$ cat config.mk
export PLATFORM = sky130hd
export DESIGN_NAME = multiplexed_seven_segment_scanner_unit
export DESIGN_NICKNAME = d
export VERILOG_FILES = /design/src/rtl/msss_pkg.sv /design/src/rtl/multiplexed_seven_segment_scanner_unit.sv
export SDC_FILE = /design/constraint.sdc
export NUM_CORES = 1
export LEC_CHECK = 0
export ABC_AREA = 1
export BUFFER_PORTS_ARGS = -buffer_cell sky130_fd_sc_hd__buf_2
export CORE_MARGIN = 2
export CORE_UTILIZATION = 45
export CTS_CLUSTER_SIZE = 10
export DETAILED_ROUTE_END_ITERATION = 6
export HOLD_SLACK_MARGIN = 0.08
export PLACE_DENSITY = 0.69
export SETUP_SLACK_MARGIN = 0.4
export SYNTH_ARGS = -nofsm -noshare
export SYNTH_HDL_FRONTEND = slang
export SYNTH_SLANG_ARGS = --single-unit
$ cat constraint.sdc
create_clock -name aclk -period 5.98 [get_ports aclk]
set_clock_uncertainty 0.15 [all_clocks]
set_input_delay 0.897 -clock aclk [delete_from_list [all_inputs] [get_ports aclk]]
set_output_delay 0.897 -clock aclk [all_outputs]
set_load 0.01 [all_outputs]
$ cat src/rtl/msss_pkg.sv
`timescale 1ns / 1ps
`default_nettype none

package msss_pkg;

    localparam int SLOT_COUNT  = 10;
    localparam int SLOT_W      = 4;
    localparam int VALUE_W     = 14;
    localparam int CNT_W       = 4;
    localparam int BCD_W       = 16;

    localparam logic [15:0] VALUE_LIMIT   = 16'd9999;
    localparam logic [7:0]  BLANK_PATTERN = 8'hFF;

    typedef enum logic [1:0] {
        MODE_TICK  = 2'd0,
        MODE_SHOW  = 2'd1,
        MODE_WRITE = 2'd2,
        MODE_NONE  = 2'd3
    } mode_t;

    typedef enum logic [2:0] {
        ST_IDLE  = 3'b001,
        ST_CONV  = 3'b010,
        ST_STORE = 3'b100
    } state_t;

    function automatic logic [7:0] digit_code(input logic [3:0] digit);
        logic [7:0] code;
        case (digit)
            4'd0: code = 8'hC0;
            4'd1: code = 8'hF9;
            4'd2: code = 8'hA4;
            4'd3: code = 8'hB0;
            4'd4: code = 8'h99;
            4'd5: code = 8'h92;
            4'd6: code = 8'h82;
            4'd7: code = 8'hF8;
            4'd8: code = 8'h80;
            4'd9: code = 8'h90;
            default: code = BLANK_PATTERN;
        endcase
        return code;
    endfunction

    // scan order: slots 1,2,3,5,6,7,0,4,8,9
    function automatic logic [SLOT_W-1:0] step_slot(input logic [SLOT_W-1:0] step);
        logic [SLOT_W-1:0] slot;
        case (step)
            4'd0: slot = 4'd1;
            4'd1: slot = 4'd2;
            4'd2: slot = 4'd3;
            4'd3: slot = 4'd5;
            4'd4: slot = 4'd6;
            4'd5: slot = 4'd7;
            4'd6: slot = 4'd0;
            4'd7: slot = 4'd4;
            4'd8: slot = 4'd8;
            4'd9: slot = 4'd9;
            default: slot = 4'd0;
        endcase
        return slot;
    endfunction

endpackage

`default_nettype wire

$ cat src/rtl/multiplexed_seven_segment_scanner_unit.sv
// Scan tick: result valid in the cycle after the item is accepted; write: slot registered on accept.
// Show: accept, then per value 14 shift-add-3 steps and a store; the single
//   binary-to-BCD shift unit converts the two values one after the other.
// Ready is held low during a show; a tick also waits for a pending result.
// Synchronous active-low reset clears all slots, the scan step and the output valid.
`timescale 1ns / 1ps
`default_nettype none

module multiplexed_seven_segment_scanner_unit (
    input  wire logic        aclk,
    input  wire logic        aresetn,
    input  wire logic        s_valid,
    output logic             s_ready,
    input  wire logic [1:0]  s_mode,
    input  wire logic [15:0] s_first_value,
    input  wire logic [15:0] s_second_value,
    input  wire logic [3:0]  s_slot_index,
    input  wire logic [7:0]  s_slot_pattern,
    output logic             m_valid,
    input  wire logic        m_ready,
    output logic [15:0]      m_digit_select,
    output logic [7:0]       m_segment_pattern
);
    import msss_pkg::*;

    state_t                   state_reg, state_next;
    logic [7:0]               slots_reg [SLOT_COUNT];
    logic [SLOT_W-1:0]        scan_step_reg;
    logic                     m_valid_reg;
    logic [15:0]              m_digit_select_reg;
    logic [7:0]               m_segment_pattern_reg;

    logic [VALUE_W-1:0]       second_val_reg;
    logic                     first_ok_reg, second_ok_reg;
    logic                     lane_reg;
    logic [VALUE_W-1:0]       bin_reg, bin_next;
    logic [BCD_W-1:0]         bcd_reg, bcd_next;
    logic [CNT_W-1:0]         cnt_reg;
    logic [BCD_W-1:0]         bcd_adj;
    logic [3:0]               nib;
    logic                     accept;
    logic                     tick_fire;
    mode_t                    mode;
    logic                     group_ok;
    logic [3:0]               blank;

    assign mode    = mode_t'(s_mode);
    assign s_ready = (state_reg == ST_IDLE) && (!m_valid_reg || m_ready || mode != MODE_TICK);
    assign accept  = s_valid && s_ready;
    assign tick_fire = accept && (mode == MODE_TICK)
                       && (scan_step_reg < SLOT_W'(SLOT_COUNT));

    assign m_valid           = m_valid_reg;
    assign m_digit_select    = m_digit_select_reg;
    assign m_segment_pattern = m_segment_pattern_reg;

    // shift-add-3 step
    always_comb begin
        bcd_adj = bcd_reg;
        for (int i = 0; i < 4; i++) begin
            nib = bcd_reg[4*i +: 4];
            if (nib >= 4'd5) begin
                bcd_adj[4*i +: 4] = nib + 4'd3;
            end
        end
        bcd_next = {bcd_adj[BCD_W-2:0], bin_reg[VALUE_W-1]};
        bin_next = {bin_reg[VALUE_W-2:0], 1'b0};
    end

    assign group_ok = lane_reg ? second_ok_reg : first_ok_reg;

    // leading-zero blanking, most significant digit first
    always_comb begin
        blank[0] = (bcd_reg[15:12] == 4'd0);
        blank[1] = blank[0] && (bcd_reg[11:8] == 4'd0);
        blank[2] = blank[1] && (bcd_reg[7:4] == 4'd0);
        blank[3] = blank[2] && (bcd_reg[3:0] == 4'd0);
    end

    always_comb begin
        state_next = state_reg;
        case (state_reg)
            ST_IDLE: begin
                if (accept && mode == MODE_SHOW) begin
                    state_next = ST_CONV;
                end
            end
            ST_CONV: begin
                if (cnt_reg == CNT_W'(VALUE_W - 1)) begin
                    state_next = ST_STORE;
                end
            end
            ST_STORE: begin
                state_next = lane_reg ? ST_IDLE : ST_CONV;
            end
            default: state_next = ST_IDLE;
        endcase
    end

    always_ff @(posedge aclk) begin
        if (!aresetn) begin
            state_reg     <= ST_IDLE;
            scan_step_reg <= '0;
            m_valid_reg   <= 1'b0;
            lane_reg      <= 1'b0;
            cnt_reg       <= '0;
            for (int i = 0; i < SLOT_COUNT; i++) begin
                slots_reg[i] <= '0;
            end
        end else begin
            state_reg <= state_next;
            if (tick_fire) begin
                m_valid_reg <= 1'b1;
            end else if (m_valid_reg && m_ready) begin
                m_valid_reg <= 1'b0;
            end
            case (state_reg)
                ST_IDLE: begin
                    if (accept) begin
                        case (mode)
                            MODE_TICK: begin
                                if (scan_step_reg >= SLOT_W'(SLOT_COUNT)) begin
                                    scan_step_reg <= '0;
                                end else begin
                                    scan_step_reg <= (scan_step_reg == SLOT_W'(SLOT_COUNT - 1))
                                                   ? '0 : scan_step_reg + 1'b1;
                                end
                            end
                            MODE_SHOW: begin
                                lane_reg <= 1'b0;
                                cnt_reg  <= '0;
                            end
                            MODE_WRITE: begin
                                if (s_slot_index < SLOT_W'(SLOT_COUNT)) begin
                                    slots_reg[s_slot_index] <= s_slot_pattern;
                                end
                            end
                            default: ;
                        endcase
                    end
                end
                ST_CONV: begin
                    cnt_reg <= cnt_reg + 1'b1;
                end
                ST_STORE: begin
                    if (group_ok) begin
                        for (int i = 0; i < 4; i++) begin
                            slots_reg[SLOT_W'({lane_reg, 2'(i)})] <=
                                blank[i] ? BLANK_PATTERN : digit_code(bcd_reg[4*(3-i) +: 4]);
                        end
                    end
                    lane_reg <= 1'b1;
                    cnt_reg  <= '0;
                end
                default: ;
            endcase
        end
    end

    // payload
    always_ff @(posedge aclk) begin
        if (state_reg == ST_IDLE && accept && mode == MODE_TICK) begin
            m_digit_select_reg    <= 16'hFFFF & ~(16'd1 << scan_step_reg);
            m_segment_pattern_reg <= slots_reg[step_slot(scan_step_reg)];
        end
        if (state_reg == ST_IDLE && accept && mode == MODE_SHOW) begin
            first_ok_reg   <= (s_first_value <= VALUE_LIMIT);
            second_ok_reg  <= (s_second_value <= VALUE_LIMIT);
            second_val_reg <= s_second_value[VALUE_W-1:0];
            bin_reg        <= s_first_value[VALUE_W-1:0];
            bcd_reg        <= '0;
        end else if (state_reg == ST_CONV) begin
            bin_reg <= bin_next;
            bcd_reg <= bcd_next;
        end else if (state_reg == ST_STORE) begin
            bin_reg <= second_val_reg;
            bcd_reg <= '0;
        end
    end

    assert property (@(posedge aclk) disable iff (!aresetn)
        scan_step_reg < SLOT_W'(SLOT_COUNT))
        else $error("scan step out of range");

    assert property (@(posedge aclk) disable iff (!aresetn)
        $rose(m_valid_reg) |-> $past(accept && mode == MODE_TICK))
        else $error("result without tick item");

    assert property (@(posedge aclk) disable iff (!aresetn)
        state_reg != ST_IDLE |-> !s_ready)
        else $error("ready during conversion");

    assert property (@(posedge aclk) disable iff (!aresetn)
        m_valid_reg |-> $countones(~m_digit_select_reg) == 1)
        else $error("select word not one-cold");

endmodule

`default_nettype wire
==> impl_metrics.yaml, run 1 <==
power:
  power_switching_share: 0.2875
  p_sw_mw: 1.255
  power_frac_clock: 0.356
  power_frac_comb: 0.177
  p_leak_nw: 5.731
  power.ir.vdd_worst_mv: 0.3218
  power.density_mw_per_mm2: 329.5
  internal_power_mw: 3.110
  pwr-share-seq: 0.467
placement:
  detailed_place_hpwl_um: 16780
  postPlaceCellArea_mm2: 0.01242
  place_congestion: 0.8194
  place.port_buffers: 75
die:
  design.portCount: 76
  placementRows: 58
  floorplan.initialDensity: 0.4597
  die_width_um: 164.6
  placeableCoreArea_mm2: 0.02525
  floorplan.die.height_um: 164.6
  fp.dieArea_mm2: 0.02710
setup_path:
  timing.critical_path.arrival_ns: 3.33
  cpMaxStageDelayCell: "sky130_fd_sc_hd__o21ai_1"
  critPathLaunch: "state_reg[2]"
  critical_path.max_stage_delay_ns: 0.52
  crit_required_ns: 6.25
  worstPathMaxFanout: 54
  criticalPathCategory: "reg2reg"
  nature_of_the_critical_path_endpoint: "flop"
  r2r_start: "state_reg[2]"
  path_delay_family: "simple AND/OR/NAND/NOR gates"
  critical-path-top-cell-by-count: "sky130_fd_sc_hd__nand2_1"
  timing.critical_path.from_type: "flop"
  crit_buf_inv: 3
  cp_cell_sequence: "inv_1 > nand2_1 > nor2_4 > nand4_2 > buf_4 > nand2_2 > o21ai_1 > inv_1 > ha_1 > nand2_1 > nand2_1 > nand2_1 > nand2_1"
clock_tree:
  cts-hold-fix-buffers: 0
  max_h_tree_level: 1
  tritoncts: "built"
  worst_skew_pair_later_pin_latency_ns: 0.54
  cts-buffers-inserted: 28
  numClockSinks: 243
  cts_root_buf: "sky130_fd_sc_hd__clkbuf_16"
  cts_post_setup_buffers_inserted: 0
  worst_setup_hold_path_clk_slew_ns: 0.05
  post_cts_resize_count: 0
  ctsLongestPathBuffers: 3
global_routing:
  globalRoute.totalOverflow: 0
  via_count_of_the_first_global_routing_pass: 8078
  maximum_number_of_pins_on_one_net_before_global_route_repair: 97
  met1_usage: 0.2532
  track_usage: 0.1852
  wire_length_of_the_first_global_routing_pass_um: 39960
  antenna_violations_before_repair: 0
  global_route_met2_usage: 0.3089
  global_route.peak_usage_layer: "met2"
  grt.met3_usage: 0.02612
yosys:
  synth.top_cells.by_area: "sky130_fd_sc_hd__edfxtp_1, sky130_fd_sc_hd__dfxtp_1, sky130_fd_sc_hd__nand2_1"
  mean_area_per_synthesized_cell_um2: 9.602
  synthDominantAreaCellType: "sky130_fd_sc_hd__edfxtp_1"
  total_of_flip_flops_plus_latches_after_synthesis: 243
  synth_common_cells: "sky130_fd_sc_hd__nand2_1, sky130_fd_sc_hd__edfxtp_1, sky130_fd_sc_hd__o21ai_0"
  asyncSetResetFlopFracSynth: 0
  netlist_instances: 1209
  synth_edf_count: 174
  yosys.area.top_type_share: 0.4501
  synth_ff_type: "sky130_fd_sc_hd__edfxtp_1"
  netlist_area_mm2: 0.01161
  yosysMostFrequentCell: "sky130_fd_sc_hd__nand2_1"
  synthDistinctLibCells: 40
  yosysSeqAreaShare: 0.5691
  synthesis.yosys.warnings: 0
timing:
  setup_viol_count_final: 0
  final.min_clock_period_ns: 3.064
  headroom_to_the_max_slew_limit: 0.2308
  maxSlewViolCount: 0
  achievable-frequency_ghz: 0.3264
  finalCritPeriodShare: 0.5124
  grt_setup_unrepaired: "no"
  worstMarginPinSlew_ns: 1.153
  finalHoldViolations: 0
  finalSetupTns_ns: 0
worst_hold_path:
  hold_path_class: "reg2reg"
  min-delay-start: "lane_reg"
run_status:
  status: "complete, but fails checks"
  violations: "design-rule violations"
drt:
  avgViaCountPerCell: 5.132
  drc: 2
  route.final.wire_length_um: 24760
  wl_per_cell_um: 14.82
  detail_route.first_pass.iterations: 7
  detail_route.iter0.violations: 654
  vias: 8576
  drtAntennaViolNets: 0
cells_and_area:
  fin_nets: 1407
  final_area_mm2: 0.01325
  area.growth.synth_to_final_pct: 14.12
  antenna_diode_instance_count: 0
  fraction_of_final_layout_cells_sized_beyond_drive_strength_1: 0.1163
flow_run:
  maxCapViolCount: 0
[worst register-to-register path: stages, from the launching register on]
cell	delay (ns)
sky130_fd_sc_hd__dfxtp_1	0.34
sky130_fd_sc_hd__inv_1	0.05
sky130_fd_sc_hd__nand2_1	0.09
sky130_fd_sc_hd__nor2_4	0.07
sky130_fd_sc_hd__nand4_2	0.06
sky130_fd_sc_hd__buf_4	0.46
sky130_fd_sc_hd__nand2_2	0.53
sky130_fd_sc_hd__o21ai_1	0.53
sky130_fd_sc_hd__inv_1	0.17
sky130_fd_sc_hd__ha_1	0.23
sky130_fd_sc_hd__nand2_1	0.09
sky130_fd_sc_hd__nand2_1	0.07
sky130_fd_sc_hd__nand2_1	0.06
sky130_fd_sc_hd__nand2_1	0.06
[metal layers]
layer  wire length, µm  vias to the layer above
li1                  -                     4322
met1             11370                     3960
met2             11540                      243
met3              1193                       51
met4               660                        0
met5                 0                        -
[layout make-up]
cell class | count | area [µm²]
clock buffers | 49 | 779.5
clock inverters | 2 | 46.29
fillers | 2309 | 12010
inverters | 133 | 499.2
multi-input cells | 834 | 4487
flip-flops and latches | 243 | 6610
well taps | 330 | 412.9
repair buffers | 80 | 412.9
[logic make-up after synthesis]
| kind of cell | synth area share |
|---|---|
| flops | 0.5691 |
| buf+inv | 0.05960 |
| fa+ha+maj | 0.03988 |
| simple gates | 0.1798 |
| mux | 0.02759 |
| compound gates | 0.1237 |
| other cells | 0.0003230 |
[cells in the final DEF, fill, tap and decap left out, types with 3 or more instances in the layout]
cell	Yosys	final
sky130_fd_sc_hd__a21oi_1	45	45
sky130_fd_sc_hd__a31oi_1	14	14
sky130_fd_sc_hd__buf_2	13	75
sky130_fd_sc_hd__buf_4	1	5
sky130_fd_sc_hd__clkbuf_1	32	21
sky130_fd_sc_hd__clkbuf_16	0	28
sky130_fd_sc_hd__conb_1	1	48
sky130_fd_sc_hd__dfxtp_1	69	68
sky130_fd_sc_hd__edfxtp_1	174	174
sky130_fd_sc_hd__ha_1	37	37
sky130_fd_sc_hd__inv_1	128	128
sky130_fd_sc_hd__inv_2	5	5
sky130_fd_sc_hd__mux2i_1	32	32
sky130_fd_sc_hd__nand2_1	256	256
sky130_fd_sc_hd__nand2_2	4	4
sky130_fd_sc_hd__nand2_4	8	8
sky130_fd_sc_hd__nand3_1	88	88
sky130_fd_sc_hd__nand3b_1	7	7
sky130_fd_sc_hd__nand4_1	4	4
sky130_fd_sc_hd__nand4_2	3	3
sky130_fd_sc_hd__nor2_1	59	59
sky130_fd_sc_hd__nor2_2	4	4
sky130_fd_sc_hd__nor2_4	3	3
sky130_fd_sc_hd__nor3_1	7	7
sky130_fd_sc_hd__o211ai_1	32	32
sky130_fd_sc_hd__o21ai_0	145	145
sky130_fd_sc_hd__o21ai_1	7	7
sky130_fd_sc_hd__o21ai_2	6	6
sky130_fd_sc_hd__or2_2	9	9
[final timing paths]
check	slack [ns]	end	cells past startpoint
max	2.92	flop	13
min	0.38	lane_reg	2
max reg2reg	2.92	flop	13
min reg2reg	0.38	lane_reg	2
[stage by stage]
step	std cells	hold slack [ns]	power, mW	worst slack (ns)	util
final	1671	0.3750	4.366	2.916	0.5246
after floorplan	1256	0.3285	2.609	3.249	-
after CTS	1671	0.3630	4.398	2.908	0.5246
after global routing	1671	0.3719	4.585	2.579	0.5246
after global placement	1620	0.3535	2.827	2.493	0.4919
after detailed placement	1620	0.3549	2.839	2.431	0.4919
[power by group through the flow]
stage / clock network [mW] / logic [mW] / registers (mW)
2_1_floorplan: 0 / 0.595 / 2.01
3_3_place_gp: 0 / 0.759 / 2.07
3_5_place_dp: 0 / 0.767 / 2.07
4_1_cts: 1.59 / 0.772 / 2.04
5_1_grt: 1.65 / 0.878 / 2.06
6_report: 1.56 / 0.773 / 2.04
Power figures use the tool's default switching activity.
==> inputs of run 2 (changes only) <==
Settings changed: PLACE_DENSITY 0.69 to 0.72.
Clock period 5.98 ns to 2.61 ns, I/O delays scaled along.
==> run 2 against run 1 <==
  * The flow now finishes without violations
  * Fmax rose by 39%
  * Cell area rose by 6.8%
  * Power rose by 130%
  * Setup slack got worse by 2.5 ns
  * Largest cell class unchanged
==> impl_metrics.yaml, run 2 (synthesized netlist as in run 1, its figures left out) <==
run_status:
  status: "finished, final reports clean"
global_routing:
  maximum_number_of_pins_on_one_net_before_global_route_repair: 61
  antenna_violations_before_repair: 0
  track_usage: 0.1991
  wire_length_of_the_first_global_routing_pass_um: 43080
  globalRoute.totalOverflow: 0
  via_count_of_the_first_global_routing_pass: 8803
setup_path:
  timing.critical_path.arrival_ns: 2.49
  cpMaxStageDelayCell: "sky130_fd_sc_hd__dfxtp_1"
  worstPathMaxFanout: 10
  nature_of_the_critical_path_endpoint: "flop"
  crit_required_ns: 2.90
  critPathLaunch: "state_reg[2]"
  criticalPathCategory: "reg2reg"
  critical-path-top-cell-by-count: "sky130_fd_sc_hd__nand2_1"
  timing.critical_path.from_type: "flop"
  cp_cell_sequence: "inv_1 > nand2_1 > nor2_4 > nand4_2 > nand2_1 > o21ai_1 > and2_1 > ha_1 > nand3b_1 > nand3_1 > nand2_1"
  r2r_start: "state_reg[2]"
  critical_path.max_stage_delay_ns: 0.32
flow_run:
  maxCapViolCount: 0
timing:
  headroom_to_the_max_slew_limit: 0.6240
  grt_setup_unrepaired: "yes"
  final.min_clock_period_ns: 2.203
  finalSetupTns_ns: 0
  setup_viol_count_final: 0
  finalCritPeriodShare: 0.8440
  worstMarginPinSlew_ns: 0.5634
  maxSlewViolCount: 0
  finalHoldViolations: 0
  achievable-frequency_ghz: 0.4540
drt:
  drtAntennaViolNets: 0
  route.final.wire_length_um: 27220
  detail_route.iter0.violations: 852
  vias: 9130
  detail_route.first_pass.iterations: 5
  avgViaCountPerCell: 5.223
  wl_per_cell_um: 15.57
  drc: 0
power:
  pwr-share-seq: 0.452
  design_power_total_mw: 10.24
  power_switching_share: 0.2875
  power_frac_comb: 0.204
  power.ir.vdd_worst_mv: 0.4550
  internal_power_mw: 7.298
  p_leak_nw: 6.115
  power.density_mw_per_mm2: 724.1
  p_sw_mw: 2.945
  power_frac_clock: 0.344
die:
  floorplan.initialDensity: 0.4597
  placementRows: 58
  floorplan.die.height_um: 164.6
  die_width_um: 164.6
  fp.dieArea_mm2: 0.02710
  placeableCoreArea_mm2: 0.02525
  design.portCount: 76
clock_tree:
  numClockSinks: 243
  ctsLongestPathBuffers: 3
  worst_skew_pair_later_pin_latency_ns: 0.55
  max_h_tree_level: 1
  tritoncts: "built"
  worst_setup_hold_path_clk_slew_ns: 0.06
  cts-buffers-inserted: 28
  cts_root_buf: "sky130_fd_sc_hd__clkbuf_16"
cells_and_area:
  area.growth.synth_to_final_pct: 21.85
  layout.cells.most_common_list: "sky130_fd_sc_hd__nand2_1, sky130_fd_sc_hd__edfxtp_1, sky130_fd_sc_hd__o21ai_0, sky130_fd_sc_hd__inv_1, sky130_fd_sc_hd__nand3_1"
  fin_nets: 1483
  final_cells: 1748
  fraction_of_final_layout_cells_sized_beyond_drive_strength_1: 0.1721
  antenna_diode_instance_count: 0
  mostFrequentLayoutCell: "sky130_fd_sc_hd__nand2_1"
placement:
  detailed_place_hpwl_um: 18450
  place_congestion: 0.8589
  place.port_buffers: 75
  place_inst: 1645
worst_hold_path:
  hold_path_class: "in2reg"
  min-delay-start: "s_first_value[9]"
## run 2: changes by cell type in the layout (fill, tap and decap cells not counted), sizes merged
cell	change
buf	+42
bufinv	-1
inv	-3
dlygate4sd3	+32
clkbuf	+4
clkinvlp	+2
clkinv	+1
## run 2: path summary, 6_finish.rpt
| path | end | slack (ns) | cells past startpoint |
|---|---|---|---|
| setup / recovery | flop | 0.41 | 11 |
| hold / removal | bin_reg[9] | 0.10 | 3 |
| setup reg to reg | flop | 0.41 | 11 |
| hold reg to reg | lane_reg | 0.37 | 2 |
## run 2: power by group through the flow
stage	clock network [mW]	registers [mW]	logic, mW
2_1_floorplan	0	4.61	1.37
3_3_place_gp	0	4.71	1.77
3_5_place_dp	0	4.73	1.81
4_1_cts	3.58	4.65	1.89
5_1_grt	3.76	4.66	2.33
6_report	3.52	4.63	2.09
## run 2: through the flow
step | setup WS, ns | instance area, µm² | hold slack, ns | util
6_report | 0.4072 | 14140 | 0.1047 | 0.5601
3_5_place_dp | 0.2224 | 12620 | 0.3638 | 0.4996
3_3_place_gp | 0.2989 | 12620 | 0.3502 | 0.4996
4_1_cts | 0.3723 | 13780 | 0.08733 | 0.5458
5_1_grt | 0.3071 | 14140 | 0.1089 | 0.5601
2_1_floorplan | 0.4081 | 11790 | 0.3285 | -
## run 2: routing by layer
layer / global-route usage / part of all wire / wire [µm]
met5: 0 / 0 / 0
met3: 0.02813 / 0.056 / 1536
met1: 0.2567 / 0.42 / 11360
met4: 0.06798 / 0.035 / 945
met2: 0.3444 / 0.49 / 13380
## run 2: area by class of cell
type | instances | area, µm²
clock buffers | 51 | 807.0
flip-flops and latches | 243 | 6615
repair buffers | 156 | 1127
well taps | 330 | 412.9
multi-input cells | 834 | 4656
inverters | 133 | 510.5
fillers | 2165 | 11110
clock inverters | 1 | 16.27
## run 2: critical path, delay by kind of cell (launching register included)
kind	cells	cell delay [ns]
adder cells (fa/ha/maj)	1	0.20
flip-flops	1	0.32
AO/OA/AOI/OAI	1	0.11
buffers and inverters	1	0.05
AND/OR/NAND/NOR	8	1.25
## run 2: timing repair
action	in CTS	in global routing
pin swaps	1	8
endpoints found under the hold margin	33	0
gates resized for setup	7	56
gates cloned	0	2
endpoints found under the setup margin	31	119
hold buffers	32	0
buffers inserted	1	16
